## config.mk

```make
export PLATFORM = sky130hd
export DESIGN_NAME = der_ecdsa_signature_to_raw_core
export DESIGN_NICKNAME = d
export VERILOG_FILES = /design/src/dersig_pkg.sv /design/src/dersig_front.sv /design/src/dersig_fifo.sv /design/src/dersig_back.sv /design/src/der_ecdsa_signature_to_raw_core.sv
export SDC_FILE = /design/constraint.sdc
export NUM_CORES = 1
export LEC_CHECK = 0
export BUFFER_PORTS_ARGS = -buffer_cell sky130_fd_sc_hd__buf_2
export CAP_MARGIN = 20
export CELL_PAD_IN_SITES_DETAIL_PLACEMENT = 1
export CELL_PAD_IN_SITES_GLOBAL_PLACEMENT = 1
export CORE_MARGIN = 3
export CORE_UTILIZATION = 35
export DETAILED_ROUTE_END_ITERATION = 8
export HOLD_SLACK_MARGIN = 0.02
export PLACE_DENSITY_LB_ADDON = 0.15
export SETUP_SLACK_MARGIN = 0.3
export SLEW_MARGIN = 20
export SYNTH_ARGS = -nofsm -noshare
export SYNTH_HDL_FRONTEND = slang
export SYNTH_SLANG_ARGS = --single-unit
```

## constraint.sdc

```tcl
create_clock -name clk -period 3.7 [get_ports clk]
set_input_delay 0.74 -clock clk [delete_from_list [all_inputs] [get_ports clk]]
set_output_delay 0.74 -clock clk [all_outputs]
set_load 0.02 [all_outputs]
```

## src/dersig_pkg.sv

```systemverilog
package dersig_pkg;

    // Size of one raw component (r or s) in bytes.
    localparam int COMPONENT_BYTES = 32;

    // Counter width that can hold a full component length.
    localparam int CNT_W = $clog2(COMPONENT_BYTES + 1);

    // Command queue between the parser and the output sequencer.
    localparam int FIFO_DEPTH = 4;
    localparam int PTR_W      = $clog2(FIFO_DEPTH);
    localparam int LVL_W      = $clog2(FIFO_DEPTH + 1);

    // A length byte of one more than a component carries a leading pad byte.
    localparam logic [7:0] PAD_LEN  = 8'(COMPONENT_BYTES + 1);
    localparam logic [7:0] COMP_LEN = 8'(COMPONENT_BYTES);

    // Parser phases.
    typedef enum logic [2:0] {
        PH_IDLE,
        PH_HDR,
        PH_LEN,
        PH_PAD,
        PH_DATA,
        PH_STAG
    } phase_t;

    // Commands the parser hands to the output sequencer.
    typedef enum logic [1:0] {
        OP_ZEROS,
        OP_DATA,
        OP_ERROR
    } op_t;

    typedef struct packed {
        op_t              op;
        logic [7:0]       data;
        logic [CNT_W-1:0] count;
        logic             last;
    } cmd_t;

    typedef struct packed {
        logic push;
        cmd_t cmd;
    } cmd_push_t;

endpackage

```

## src/dersig_front.sv

```systemverilog
module dersig_front (
    input  logic                   clk,
    input  logic                   rst_n,
    input  logic                   in_valid,
    output logic                   in_stall,
    input  logic [7:0]             in_byte,
    input  logic                   start_req,
    input  logic                   queue_full,
    output dersig_pkg::cmd_push_t  wr
);

    dersig_pkg::phase_t              phase_reg, phase_next;
    logic [1:0]                      hdr_cnt_reg, hdr_cnt_next;
    logic [dersig_pkg::CNT_W-1:0]    left_reg, left_next;
    logic                            s_part_reg, s_part_next;
    logic                            accept;
    logic [1:0]                      hdr_inc;
    logic [dersig_pkg::CNT_W-1:0]    left_dec;
    logic [dersig_pkg::CNT_W-1:0]    zeros;
    logic [dersig_pkg::CNT_W-1:0]    len_short;

    // A transaction is taken whenever the command queue has room.
    assign in_stall = queue_full;
    assign accept   = in_valid && !queue_full;

    assign hdr_inc   = hdr_cnt_reg + 2'd1;
    assign left_dec  = (left_reg == '0) ? left_reg : left_reg - 1'b1;
    assign len_short = in_byte[dersig_pkg::CNT_W-1:0];
    assign zeros     = dersig_pkg::CNT_W'(dersig_pkg::COMPONENT_BYTES) - len_short;

    // Next-state logic of the parser.
    always_comb
    begin
        phase_next   = phase_reg;
        hdr_cnt_next = hdr_cnt_reg;
        left_next    = left_reg;
        s_part_next  = s_part_reg;
        if (accept)
        begin
            if (start_req)
            begin
                phase_next   = dersig_pkg::PH_HDR;
                hdr_cnt_next = 2'd1;
                left_next    = '0;
                s_part_next  = 1'b0;
            end
            else
            begin
                unique case (phase_reg)
                    dersig_pkg::PH_HDR:
                    begin
                        hdr_cnt_next = hdr_inc;
                        if (hdr_inc >= 2'd3)
                        begin
                            hdr_cnt_next = 2'd0;
                            phase_next   = dersig_pkg::PH_LEN;
                        end
                    end
                    dersig_pkg::PH_STAG:
                    begin
                        phase_next = dersig_pkg::PH_LEN;
                    end
                    dersig_pkg::PH_LEN:
                    begin
                        if (in_byte > dersig_pkg::PAD_LEN)
                        begin
                            phase_next = dersig_pkg::PH_IDLE;
                        end
                        else if (in_byte == dersig_pkg::PAD_LEN)
                        begin
                            left_next  = dersig_pkg::CNT_W'(dersig_pkg::COMPONENT_BYTES);
                            phase_next = dersig_pkg::PH_PAD;
                        end
                        else
                        begin
                            left_next = len_short;
                            if (in_byte == 8'd0)
                            begin
                                // Empty component: r moves to the s tag, s ends.
                                if (s_part_reg)
                                begin
                                    phase_next = dersig_pkg::PH_IDLE;
                                end
                                else
                                begin
                                    s_part_next = 1'b1;
                                    phase_next  = dersig_pkg::PH_STAG;
                                end
                            end
                            else
                            begin
                                phase_next = dersig_pkg::PH_DATA;
                            end
                        end
                    end
                    dersig_pkg::PH_PAD:
                    begin
                        phase_next = dersig_pkg::PH_DATA;
                    end
                    dersig_pkg::PH_DATA:
                    begin
                        left_next = left_dec;
                        if (left_dec == '0)
                        begin
                            if (s_part_reg)
                            begin
                                phase_next = dersig_pkg::PH_IDLE;
                            end
                            else
                            begin
                                s_part_next = 1'b1;
                                phase_next  = dersig_pkg::PH_STAG;
                            end
                        end
                    end
                    default:
                    begin
                        phase_next = dersig_pkg::PH_IDLE;
                    end
                endcase
            end
        end
    end

    // Command generation for the output sequencer.
    always_comb
    begin
        wr.push      = 1'b0;
        wr.cmd.op    = dersig_pkg::OP_DATA;
        wr.cmd.data  = in_byte;
        wr.cmd.count = zeros;
        wr.cmd.last  = 1'b0;
        if (accept && !start_req)
        begin
            unique case (phase_reg)
                dersig_pkg::PH_LEN:
                begin
                    if (in_byte > dersig_pkg::PAD_LEN)
                    begin
                        wr.push     = 1'b1;
                        wr.cmd.op   = dersig_pkg::OP_ERROR;
                        wr.cmd.last = 1'b1;
                    end
                    else if (in_byte < dersig_pkg::COMP_LEN)
                    begin
                        wr.push     = 1'b1;
                        wr.cmd.op   = dersig_pkg::OP_ZEROS;
                        wr.cmd.last = s_part_reg && (in_byte == 8'd0);
                    end
                end
                dersig_pkg::PH_DATA:
                begin
                    wr.push     = 1'b1;
                    wr.cmd.op   = dersig_pkg::OP_DATA;
                    wr.cmd.last = s_part_reg && (left_dec == '0);
                end
                default:
                begin
                    wr.push = 1'b0;
                end
            endcase
        end
    end

    always_ff @(posedge clk or negedge rst_n)
    begin
        if (!rst_n)
        begin
            phase_reg   <= dersig_pkg::PH_IDLE;
            hdr_cnt_reg <= 2'd0;
            left_reg    <= '0;
            s_part_reg  <= 1'b0;
        end
        else
        begin
            phase_reg   <= phase_next;
            hdr_cnt_reg <= hdr_cnt_next;
            left_reg    <= left_next;
            s_part_reg  <= s_part_next;
        end
    end

    // A command is only produced for a transaction that was accepted.
    assert property (@(posedge clk) disable iff (!rst_n)
        wr.push |-> (accept && !start_req))
        else $error("command pushed without an accepted data byte");

    // A data phase always has bytes still to pass through.
    assert property (@(posedge clk) disable iff (!rst_n)
        (phase_reg == dersig_pkg::PH_DATA) |-> (left_reg != '0))
        else $error("data phase entered with no bytes left");

endmodule

```

## src/dersig_fifo.sv

```systemverilog
module dersig_fifo (
    input  logic                  clk,
    input  logic                  rst_n,
    input  dersig_pkg::cmd_push_t wr,
    output logic                  full,
    input  logic                  pop,
    output logic                  head_valid,
    output dersig_pkg::cmd_t      head
);

    dersig_pkg::cmd_t                 slot_reg [dersig_pkg::FIFO_DEPTH];
    logic [dersig_pkg::PTR_W-1:0]     wr_ptr_reg, rd_ptr_reg;
    logic [dersig_pkg::LVL_W-1:0]     level_reg, level_next;
    logic                             do_push, do_pop;

    assign full       = (level_reg == dersig_pkg::LVL_W'(dersig_pkg::FIFO_DEPTH));
    assign head_valid = (level_reg != '0);
    assign head       = slot_reg[rd_ptr_reg];
    assign do_push    = wr.push && !full;
    assign do_pop     = pop && head_valid;

    // Fill level tracking.
    always_comb
    begin
        level_next = level_reg;
        if (do_push && !do_pop)
        begin
            level_next = level_reg + 1'b1;
        end
        else if (do_pop && !do_push)
        begin
            level_next = level_reg - 1'b1;
        end
    end

    always_ff @(posedge clk or negedge rst_n)
    begin
        if (!rst_n)
        begin
            wr_ptr_reg <= '0;
            rd_ptr_reg <= '0;
            level_reg  <= '0;
        end
        else
        begin
            level_reg <= level_next;
            if (do_push)
            begin
                wr_ptr_reg <= wr_ptr_reg + 1'b1;
            end
            if (do_pop)
            begin
                rd_ptr_reg <= rd_ptr_reg + 1'b1;
            end
        end
    end

    // Queue storage.
    always_ff @(posedge clk)
    begin
        if (do_push)
        begin
            slot_reg[wr_ptr_reg] <= wr.cmd;
        end
    end

    // The fill level never exceeds the queue depth.
    assert property (@(posedge clk) disable iff (!rst_n)
        level_reg <= dersig_pkg::LVL_W'(dersig_pkg::FIFO_DEPTH))
        else $error("command queue overflow");

    // The parser never pushes into a full queue.
    assert property (@(posedge clk) disable iff (!rst_n)
        full |-> !wr.push)
        else $error("push into full command queue");

endmodule

```

## src/dersig_back.sv

```systemverilog
module dersig_back (
    input  logic             clk,
    input  logic             rst_n,
    input  logic             head_valid,
    input  dersig_pkg::cmd_t head,
    output logic             pop,
    output logic             out_valid,
    input  logic             out_stall,
    output logic [7:0]       out_byte,
    output logic             last,
    output logic             bad_length
);

    logic [dersig_pkg::CNT_W-1:0] run_reg, run_next;
    logic                         out_valid_reg, out_valid_next;
    logic [7:0]                   byte_reg, byte_next;
    logic                         last_reg, last_next;
    logic                         bad_reg, bad_next;
    logic                         load;
    logic                         run_final;

    // The output register takes a new byte when it is empty or being drained.
    assign load      = head_valid && (!out_valid_reg || !out_stall);
    assign run_final = (dersig_pkg::CNT_W'(run_reg + 1'b1) == head.count);

    // Expand the head command into output bytes.
    always_comb
    begin
        run_next  = run_reg;
        pop       = 1'b0;
        byte_next = byte_reg;
        last_next = last_reg;
        bad_next  = bad_reg;
        if (load)
        begin
            unique case (head.op)
                dersig_pkg::OP_ZEROS:
                begin
                    byte_next = 8'd0;
                    last_next = head.last && run_final;
                    bad_next  = 1'b0;
                    pop       = run_final;
                    run_next  = run_final ? '0 : dersig_pkg::CNT_W'(run_reg + 1'b1);
                end
                dersig_pkg::OP_DATA:
                begin
                    byte_next = head.data;
                    last_next = head.last;
                    bad_next  = 1'b0;
                    pop       = 1'b1;
                end
                default:
                begin
                    byte_next = 8'd0;
                    last_next = 1'b1;
                    bad_next  = 1'b1;
                    pop       = 1'b1;
                end
            endcase
        end
    end

    always_comb
    begin
        if (load)
        begin
            out_valid_next = 1'b1;
        end
        else if (!out_stall)
        begin
            out_valid_next = 1'b0;
        end
        else
        begin
            out_valid_next = out_valid_reg;
        end
    end

    always_ff @(posedge clk or negedge rst_n)
    begin
        if (!rst_n)
        begin
            run_reg       <= '0;
            out_valid_reg <= 1'b0;
        end
        else
        begin
            run_reg       <= run_next;
            out_valid_reg <= out_valid_next;
        end
    end

    // Output payload.
    always_ff @(posedge clk)
    begin
        byte_reg <= byte_next;
        last_reg <= last_next;
        bad_reg  <= bad_next;
    end

    assign out_valid  = out_valid_reg;
    assign out_byte   = byte_reg;
    assign last       = last_reg;
    assign bad_length = bad_reg;

    // An error transaction is always a terminating zero byte.
    assert property (@(posedge clk) disable iff (!rst_n)
        (out_valid && bad_length) |-> (last && (out_byte == 8'd0)))
        else $error("error result without last or with nonzero byte");

    // The zero-run counter is only busy while a zero run is at the queue head.
    assert property (@(posedge clk) disable iff (!rst_n)
        (run_reg != '0) |-> (head_valid && (head.op == dersig_pkg::OP_ZEROS)))
        else $error("zero-run counter active without a zero run");

endmodule

```

## src/der_ecdsa_signature_to_raw_core.sv

```systemverilog
// Converts a DER-encoded ECDSA signature, fed one byte per transaction, into the raw
// r||s form of 2*COMPONENT_BYTES bytes (64 for P-256), big-endian and zero padded,
// with last on the final s byte. start_req on a byte restarts the parser; the header
// and integer tags are skipped unchecked and short-form lengths are assumed. A length
// above COMPONENT_BYTES+1 yields a single zero byte with last and bad_length set, and
// the block then ignores bytes until the next start. Input bytes are taken at one per
// cycle, unless stalled, into a four-entry command queue, and a byte's first result
// passes through the queue and then the output register before reaching out_valid.
// The output side emits one byte per cycle unless the receiver stalls, so the input
// stalls only when four commands wait: while the receiver stalls, or while a zero-pad
// run of up to COMPONENT_BYTES bytes drains through the single output register.
module der_ecdsa_signature_to_raw_core (
    input  logic       clk,
    input  logic       rst_n,
    input  logic       in_valid,
    output logic       in_stall,
    input  logic [7:0] in_byte,
    input  logic       start_req,
    output logic       out_valid,
    input  logic       out_stall,
    output logic [7:0] out_byte,
    output logic       last,
    output logic       bad_length
);

    dersig_pkg::cmd_push_t wr;
    dersig_pkg::cmd_t      head;
    logic                  queue_full;
    logic                  head_valid;
    logic                  pop;

    // Parser: classifies input bytes and issues commands.
    dersig_front u_front (
        .clk        (clk),
        .rst_n      (rst_n),
        .in_valid   (in_valid),
        .in_stall   (in_stall),
        .in_byte    (in_byte),
        .start_req  (start_req),
        .queue_full (queue_full),
        .wr         (wr)
    );

    // Command queue between parser and sequencer.
    dersig_fifo u_fifo (
        .clk        (clk),
        .rst_n      (rst_n),
        .wr         (wr),
        .full       (queue_full),
        .pop        (pop),
        .head_valid (head_valid),
        .head       (head)
    );

    // Output sequencer: expands commands into result bytes.
    dersig_back u_back (
        .clk        (clk),
        .rst_n      (rst_n),
        .head_valid (head_valid),
        .head       (head),
        .pop        (pop),
        .out_valid  (out_valid),
        .out_stall  (out_stall),
        .out_byte   (out_byte),
        .last       (last),
        .bad_length (bad_length)
    );

endmodule
```

# Word-level counts from Yosys, hierarchy flattened
# Memories as Yosys holds them, arrays and structs flattened.
# Index checks and enable logic that the tools add are counted.
# word_totals
ff_bits	36
ram_bits	68
inputBits	13
elab_cells	112
mem_count	1
# classes
addsub	8
magnitude_cmp	3
n_eq_ne	15
n_mux	42
n_reduce_logical	31
# memory_table
memory	depth	width	rd	rd_clocked_by_memory_dff	wr	line	source
u_fifo.slot_reg	4	17	1	0	1	dersig_fifo.sv:11	dersig_pkg::cmd_t slot_reg [dersig_pkg::FIFO_DEPTH];
# ops
operator	n
$mux W3	12
$mux W6	5
$mux W1	15
$pmux W3 S5	1
$logic_not A6 Y1	2
$pmux W6 S2	1
$logic_and A1 B1 Y1	10
$eq A3 B3 Y1 const B	3
$ne A3 B2 Y1 const B	3
$eq A8 B6 Y1 const B	1
$gt A8 B6 Y1 const B	1
$logic_not A8 Y1	1
$lt A8 B6 Y1 const B	1
$mux W2	4
$pmux W1 S2	4
$add A2 B1 Y2 const B	3
$add A6 B1 Y6 const B	1
$eq A3 B2 Y1 const B	2
$eq A6 B6 Y1	1
$logic_not A1 Y1	6
$ne A3 B3 Y1 const B	2
$reduce_and A3 Y1	2
$reduce_and A6 Y1	1
$reduce_bool A3 Y1	2
other kinds (13)	15

# Longest topological paths before layout
# Gate-level depths: netlist (run 1).
# logic_depth
ltp_word	10
mapped_depth	12

# Hierarchy
# A second synthesis (run 1) with hierarchy kept.
# unflattened
cells_unflattened	350
hier_area_um2	5034.8
# modules_own_cells
mod	n_inst	cells_each	area_each_um2	seq_area_each_um2
dersig_fifo	1	124	2932.8	2217.1
dersig_front	1	147	1218.7	300.3
dersig_back	1	79	883.3	475.5

# Least setup slack after synthesis (run 1)
# No wires, ideal clock.
# synth_path
kind	reg2reg
from	reg u_fifo.rd_ptr_reg[0] (netlist name)
to	reg u_fifo.level_reg[1] (netlist name)
t_arrival_ps	2895
slack_ps	680
stages_incl_launch_ff	11
synth_period_minus_slack_ps	3020
cell_sequence	dfrtp_1 > buf_6 > mux4_1 > xor2_1 > nand3_1 > nor4b_4 > o21ai_2 > ha_1 > inv_1 > fa_1 > mux2_2
# synth_via
elab_chain_len	8
# synth_rtl
element	line	source
start, declared	dersig_fifo.sv:12	logic [dersig_pkg::PTR_W-1:0] wr_ptr_reg, rd_ptr_reg;
start signal, assigned	dersig_fifo.sv:53	rd_ptr_reg <= rd_ptr_reg + 1'b1;
$mem_v2 Z4 W17 *	--	
$eq A6 B6 Y1 / $logic_not A2 Y1 (equally long branches)	dersig_back.sv:24, dersig_back.sv:36	
$mux W1 *	dersig_back.sv:36	unique case (head.op)
$mux W1 *	dersig_back.sv:34	if (load)
$logic_and A1 B1 Y1 *	dersig_fifo.sv:20	assign do_pop = pop && head_valid;
$logic_not A1 Y1 *	dersig_fifo.sv:26	if (do_push && !do_pop)
$logic_and A1 B1 Y1 *	dersig_fifo.sv:26	
$mux W3 *	dersig_fifo.sv:26	
via u_fifo.level_next (one bit)	dersig_fifo.sv:13	logic [dersig_pkg::LVL_W-1:0] level_reg, level_next;
end signal, assigned	dersig_fifo.sv:46	level_reg <= level_next;
end, declared	dersig_fifo.sv:13	
# Mark *: on every way through the listed nets, which the timed path passes. The rest lies on a longest branch.
# A chain may end at the register's enable or synchronous reset.

# Worst setup path in the final report (run 1)
# layout_path
from	reg u_fifo.rd_ptr_reg[0] (netlist name)
to	reg u_fifo.level_reg[2] (netlist name)
# layout_via
elab_chain_len	8
# layout_rtl
element	line
$mem_v2 Z4 W17 *	--
$eq A6 B6 Y1 / $logic_not A2 Y1 (equally long branches)	dersig_back.sv:24, dersig_back.sv:36
$mux W1 *	dersig_back.sv:36
$mux W1 *	dersig_back.sv:34
$logic_and A1 B1 Y1 *	dersig_fifo.sv:20
$logic_not A1 Y1	dersig_fifo.sv:26
$logic_and A1 B1 Y1	dersig_fifo.sv:26
$mux W3 / $reduce_bool A2 Y1 (equally long branches)	--
# Mark *: on every way between the ends. The rest lies on a longest branch, timed or not.

==> metrics, run 1 <==
outcome=finished, final reports clean; CTS tree=yes; Critical Path Stages=10; Async SR Flop Fraction=26.0%; final setup violating endpoints=0; vias in the first global route=2940; worst-case clock buffer depth=2; vias per cell=5.15; most used cells in the layout excluding fill and tap cells=edfxtp_1 (74), dfrtp_1 (25), nand2_1 (24), buf_2 (24), nor2_1 (16); Mean Syn Cell Area=14.0 µm²; RePlAce Congestion=0.778; Starting Density=36.4%; max reg flops=64; root buffer cell=clkbuf_16; drt drc=0; ANT nets after route=0; Core ar.=12800 µm²; Worst R2R Path Depth=10; Num CTS Buffers=9; Yosys reg bits=100; post-route clock period utilization=84.2%; Max FO, Critical Path=9; crit-path max cell delay=0.62 ns; R2R Setup Slk=0.58 ns; Worst Path Class, Setup=flop to flop; static leakage=1.96 nW; Area growth, synth to finish=14.4%; peak supply drop=0.000300 V; number of cells in the finished layout apart from fillers=546; Final min period=3.12 ns; Worst-Margin Slew=0.715 ns; worst reg2reg startpoint=u_fifo.rd_ptr_reg[0]; Num Clock Sinks=100; Max Cap Viol=0; syn nets=358; Synth cell types=55; commonest non-fill, non-tap cell in the layout=edfxtp_1; largest net degree at the start of global routing=27; Slowest-stage cell, CP=mux4_1; share of layout cells above drive strength 1=19.3%; Inserted Diodes=0; number of enable flip-flop cells after synthesis=74; Post-Synthesis Cells=334; post-synthesis sequential area ratio=61.5%; HP Class=primary input to asynchronous set/reset pin; Initial DRC Count=154; Finished Core Util=41.7%; die height=122 µm; RSZ-0062 raised after global routing=no; Routed WL=9.88 mm; DR WL/cell=18.1 µm; crit path capture=u_fifo.level_reg[2]; CP startpoint=u_fifo.rd_ptr_reg[0]; initial antenna violation count=0; setup slack after layout=0.584 ns; # Post-CTS Setup Buffers=0; post-DP HPWL=6.89 mm; CTS HTree Levels=3; port bufs=24; DP Cell Count=530; fmax=321 MHz; Synth Flop Type=edfxtp_1; clk_skew=0.00852 ns; Warnings, synthesis=0; Die Wd=122 µm; reg-to-reg critical path endpoint=u_fifo.level_reg[2]; setup TNS=0 ns; GRT Total Usage=14.4%; Worst Path Required=3.98 ns; CP Capture Type=flop; grt ovf=0; FP Rows=41; worst path arrival time=3.39 ns; vias after detailed routing=2810; clock slew seen by the registers of the worst setup and hold paths=0.07 ns; Clock Latency Late Sink=0.35 ns; Hold Fails Final Rpt=0; Pre-antenna DRT Iters=6; first-pass GRT wire length=16.0 mm; FILL cells=1322; Final nets=393; most used cell, CP=xor2_1; Slew HR=52.3%; Slew Limit Fails=0; IO Count=25; Crit path max-delay family=adder cells; PwrDens=731 nW/µm²; Crit path buffers/inverters=2; Place WS=0.347 ns; CP Cell Sequence=buf_4, mux4_1, or2_2, o21ai_2, ha_1, inv_1, fa_1, xor2_1, nor2_1, xor2_1; Post-Syn Area=4670 µm²; Die Area=14800 µm²; critical path startpoint category=flop
[layout make-up]
cell class                      count  area (µm²)  share of cell area, %
Sequential cell                   100        2870                   53.7
Multi-Input combinational cell    209        1700                   31.8
Clock buffer                       10         229                   4.28
Timing Repair Buffer               37         218                   4.07
Tap cell                          172         215                   4.02
Clock inverter                      6        68.8                   1.29
Inverter                           12        45.0                  0.842
[where the power goes]
| part | internal [mW] | switching [mW] | leakage [nW] |
|---|---|---|---|
| clock network | 0.532 | 0.417 | 0.149 |
| registers | 1.42 | 0.208 | 1.00 |
| logic | 0.608 | 0.723 | 0.811 |
[how the worst min path moves through the flow]
stage | from | to | cells after the start | slack, ns
global route | rst_n | u_back.run_reg[2] | 1 | 0.46
finish | rst_n | u_back.run_reg[2] | 1 | 0.44
global placement | u_back.out_valid | u_back.out_valid | 2 | 0.47
detailed placement | u_back.out_valid | u_back.out_valid | 2 | 0.48
CTS | rst_n | u_back.run_reg[2] | 1 | 0.45
floorplan | rst_n | u_back.out_valid | 0 | 0.44
[what timing repair did]
item	CTS	global route
endpoints found under the setup margin	0	2
hold buffers	0	0
gates resized for setup	0	1
[cell usage after synthesis, drive strengths merged (5+ instances only)]
cell / n / share of area (%)
mux4: 16 / 8.1
nand2b: 5 / 0.67
xor2: 8 / 1.5
nand3: 5 / 0.54
nand2: 24 / 1.9
nor2: 16 / 1.3
dfrtp: 26 / 14
nor3: 14 / 1.5
nor2b: 11 / 1.5
xnor2: 11 / 2.1
inv: 12 / 0.96
edfxtp: 74 / 48
clkbuf: 10 / 0.80
o21ai: 14 / 1.6
and2: 6 / 0.80
a21oi: 9 / 0.96
ha: 10 / 2.7
o31ai: 9 / 1.4
[metrics by stage]
step	area [µm²]	hold WS (ns)	power, mW
2_1_floorplan	4670	0.444	2.63
3_5_place_dp	5050	0.483	3.00
5_1_grt	5350	0.465	4.18
6_report	5350	0.440	3.91
3_3_place_gp	5050	0.468	2.97
4_1_cts	5350	0.453	3.98
[metal layers]
layer,vias to the layer above,share of wire (%),GRT usage [%]
li1,1348,-,-
met1,1419,47,18.8
met2,34,49,23.4
met3,9,3.0,4.50
met4,0,1.5,4.20
met5,-,0,0
[cell families after synthesis]
family | synth area share, %
compound gates | 9.18
xor+xnor | 4.07
fa+ha+maj | 3.10
buf+inv | 2.22
flops | 61.5
mux | 8.78
simple gates | 11.2
Power figures use the tool's default switching activity.
==> run 2: changes to the inputs <==
==> constraint.sdc (replaced) <==
create_clock -name clk -period 2.95 [get_ports clk]
set_input_delay 0.59 -clock clk [delete_from_list [all_inputs] [get_ports clk]]
set_output_delay 0.59 -clock clk [all_outputs]
set_load 0.02 [all_outputs]
==> run 2 against run 1 <==
Against the previous run:
- worst hold slack worse by 0.14 ns
- clock skew is 0.0037 ns higher
- design area is 3.8% higher
- core utilization is 1.6 points higher
- clock power is 34% higher
- global-route usage is 0.76 points higher
- highest routed layer unchanged
==> metrics, run 2 (synthesized netlist as in run 1, its figures left out) <==
largest net degree at the start of global routing=27; FP Rows=41; Clk pwr share=24.4%; Cell Int Power=3.45 mW; vias after detailed routing=2961; PwrDens=937 nW/µm²; FILL cells=1349; Area growth, synth to finish=18.8%; share of layout cells above drive strength 1=24.2%; CP Cell Sequence=buf_12, mux4_2, xnor2_1, nand3_2, nor4b_4, o21ai_4, ha_2, inv_2, fa_1, mux2_2; port bufs=24; Die Area=14800 µm²; area of the multi-input gates=1720 µm²; vias in the first global route=3145; CTS tree=yes; Worst-Margin Slew=0.746 ns; Worst Path Class, Setup=flop to flop; drt drc=0; fmax=342 MHz; Reg area=2870 µm²; DR WL/cell=18.6 µm; HP Class=primary input to asynchronous set/reset pin; Slowest-stage cell, CP=mux4_2; max reg flops=64; IO Count=25; clk_skew=0.0123 ns; final instance area=5550 µm²; Slew Limit Fails=0; Num Clock Sinks=100; peak supply drop=0.000379 V; Slew HR=50.3%; clock slew seen by the registers of the worst setup and hold paths=0.07 ns; worst-case clock buffer depth=2; Initial DRC Count=164; Sw Share=33.6%; GRT Total Usage=15.2%; ANT nets after route=0; crit-path max cell delay=0.50 ns; Crit path buffers/inverters=2; Hold Fails Final Rpt=0; setup slack after layout=0.0267 ns; Worst Path Required=3.18 ns; hold_buf cts=0; Starting Density=36.4%; root buffer cell=clkbuf_16; Inserted Diodes=0; Final min period=2.92 ns; worst path arrival time=3.15 ns; outcome=finished, final reports clean; RePlAce Congestion=0.787; CP Capture Type=flop; first-pass GRT wire length=17.1 mm; final setup violating endpoints=0; Clock Latency Late Sink=0.35 ns; Max Cap Viol=0; commonest non-fill, non-tap cell in the layout=edfxtp_1; sequential power share=38.1%; static leakage=2.06 nW; Cell Area, Placed=5190 µm²; vias per cell=5.25; Num CTS Buffers=9; most used cells in the layout excluding fill and tap cells=edfxtp_1 (74), buf_4 (28), dfrtp_1 (26), nand2_1 (24), buf_2 (24); Crit path max-delay family=multiplexers; post-route clock period utilization=99.1%; Core ar.=12800 µm²; combinational power share=37.4%; Place WS=-0.00698 ns; RSZ-0062 raised after global routing=yes; Max FO, Critical Path=8; post-DP HPWL=7.16 mm; critical path startpoint category=flop; Pre-antenna DRT Iters=4; initial antenna violation count=0; Routed WL=10.5 mm; die height=122 µm; Die Wd=122 µm; CTS HTree Levels=3; Final nets=411; grt ovf=0; P_sw=1.75 mW
-- run 2: power by group through the flow --
stage               logic [mW]  clock network, mW  registers [mW]
floorplan                 1.28                  0            2.03
global placement          1.84                  0            2.01
detailed placement        1.87                  0            2.01
CTS                       1.91               1.31            1.99
global route              2.18               1.37            2.02
finish                    1.95               1.27            1.98
-- run 2: what timing repair did --
item / in CTS / in global routing
setup endpoints to repair: 2 / 2
buffers inserted: 1 / 2
gates resized for setup: 3 / 4
-- run 2: final cells by class --
class	count	share of cell area, %
Timing Repair Buffer	55	6.87
Multi-Input combinational cell	209	31.0
Inverter	12	0.811
Sequential cell	100	51.7
Clock buffer	11	4.19
Tap cell	172	3.88
Clock inverter	5	1.53
-- run 2: final timing paths --
check	start	to	slack, ns	cells after the start
worst max-delay path	u_fifo.rd_ptr_reg[0]	u_fifo.level_reg[1]	0.03	10
worst min-delay path	rst_n	u_back.run_reg[1]	0.30	1
worst max register to register	u_fifo.rd_ptr_reg[0]	u_fifo.level_reg[1]	0.03	10
worst min register to register	u_fifo.level_reg[2]	u_fifo.level_reg[2]	0.49	1
max in group asynchronous	rst_n	u_fifo.level_reg[2]	2.16	1
min in group clk	out_stall	u_back.out_valid	0.47	3
-- run 2: metrics by stage --
step | std cells | power [mW] | TNS (ns) | utilization, % | hold slack, ns
after floorplan | 334 | 3.32 | 0 | - | 0.294
final | 564 | 5.20 | 0 | 43.3 | 0.304
after global routing | 564 | 5.57 | -0.120 | 43.3 | 0.339
after detailed placement | 545 | 3.88 | -0.00698 | 40.5 | 0.480
after global placement | 545 | 3.84 | 0 | 40.5 | 0.469
after CTS | 562 | 5.20 | 0 | 43.1 | 0.319
-- run 2: layer usage --
metal  GRT usage (%)  part of all wire, %
met1            19.9                   46
met2            25.3                   50
met3            3.95                  2.7
met4            3.92                  1.0
met5               0                    0
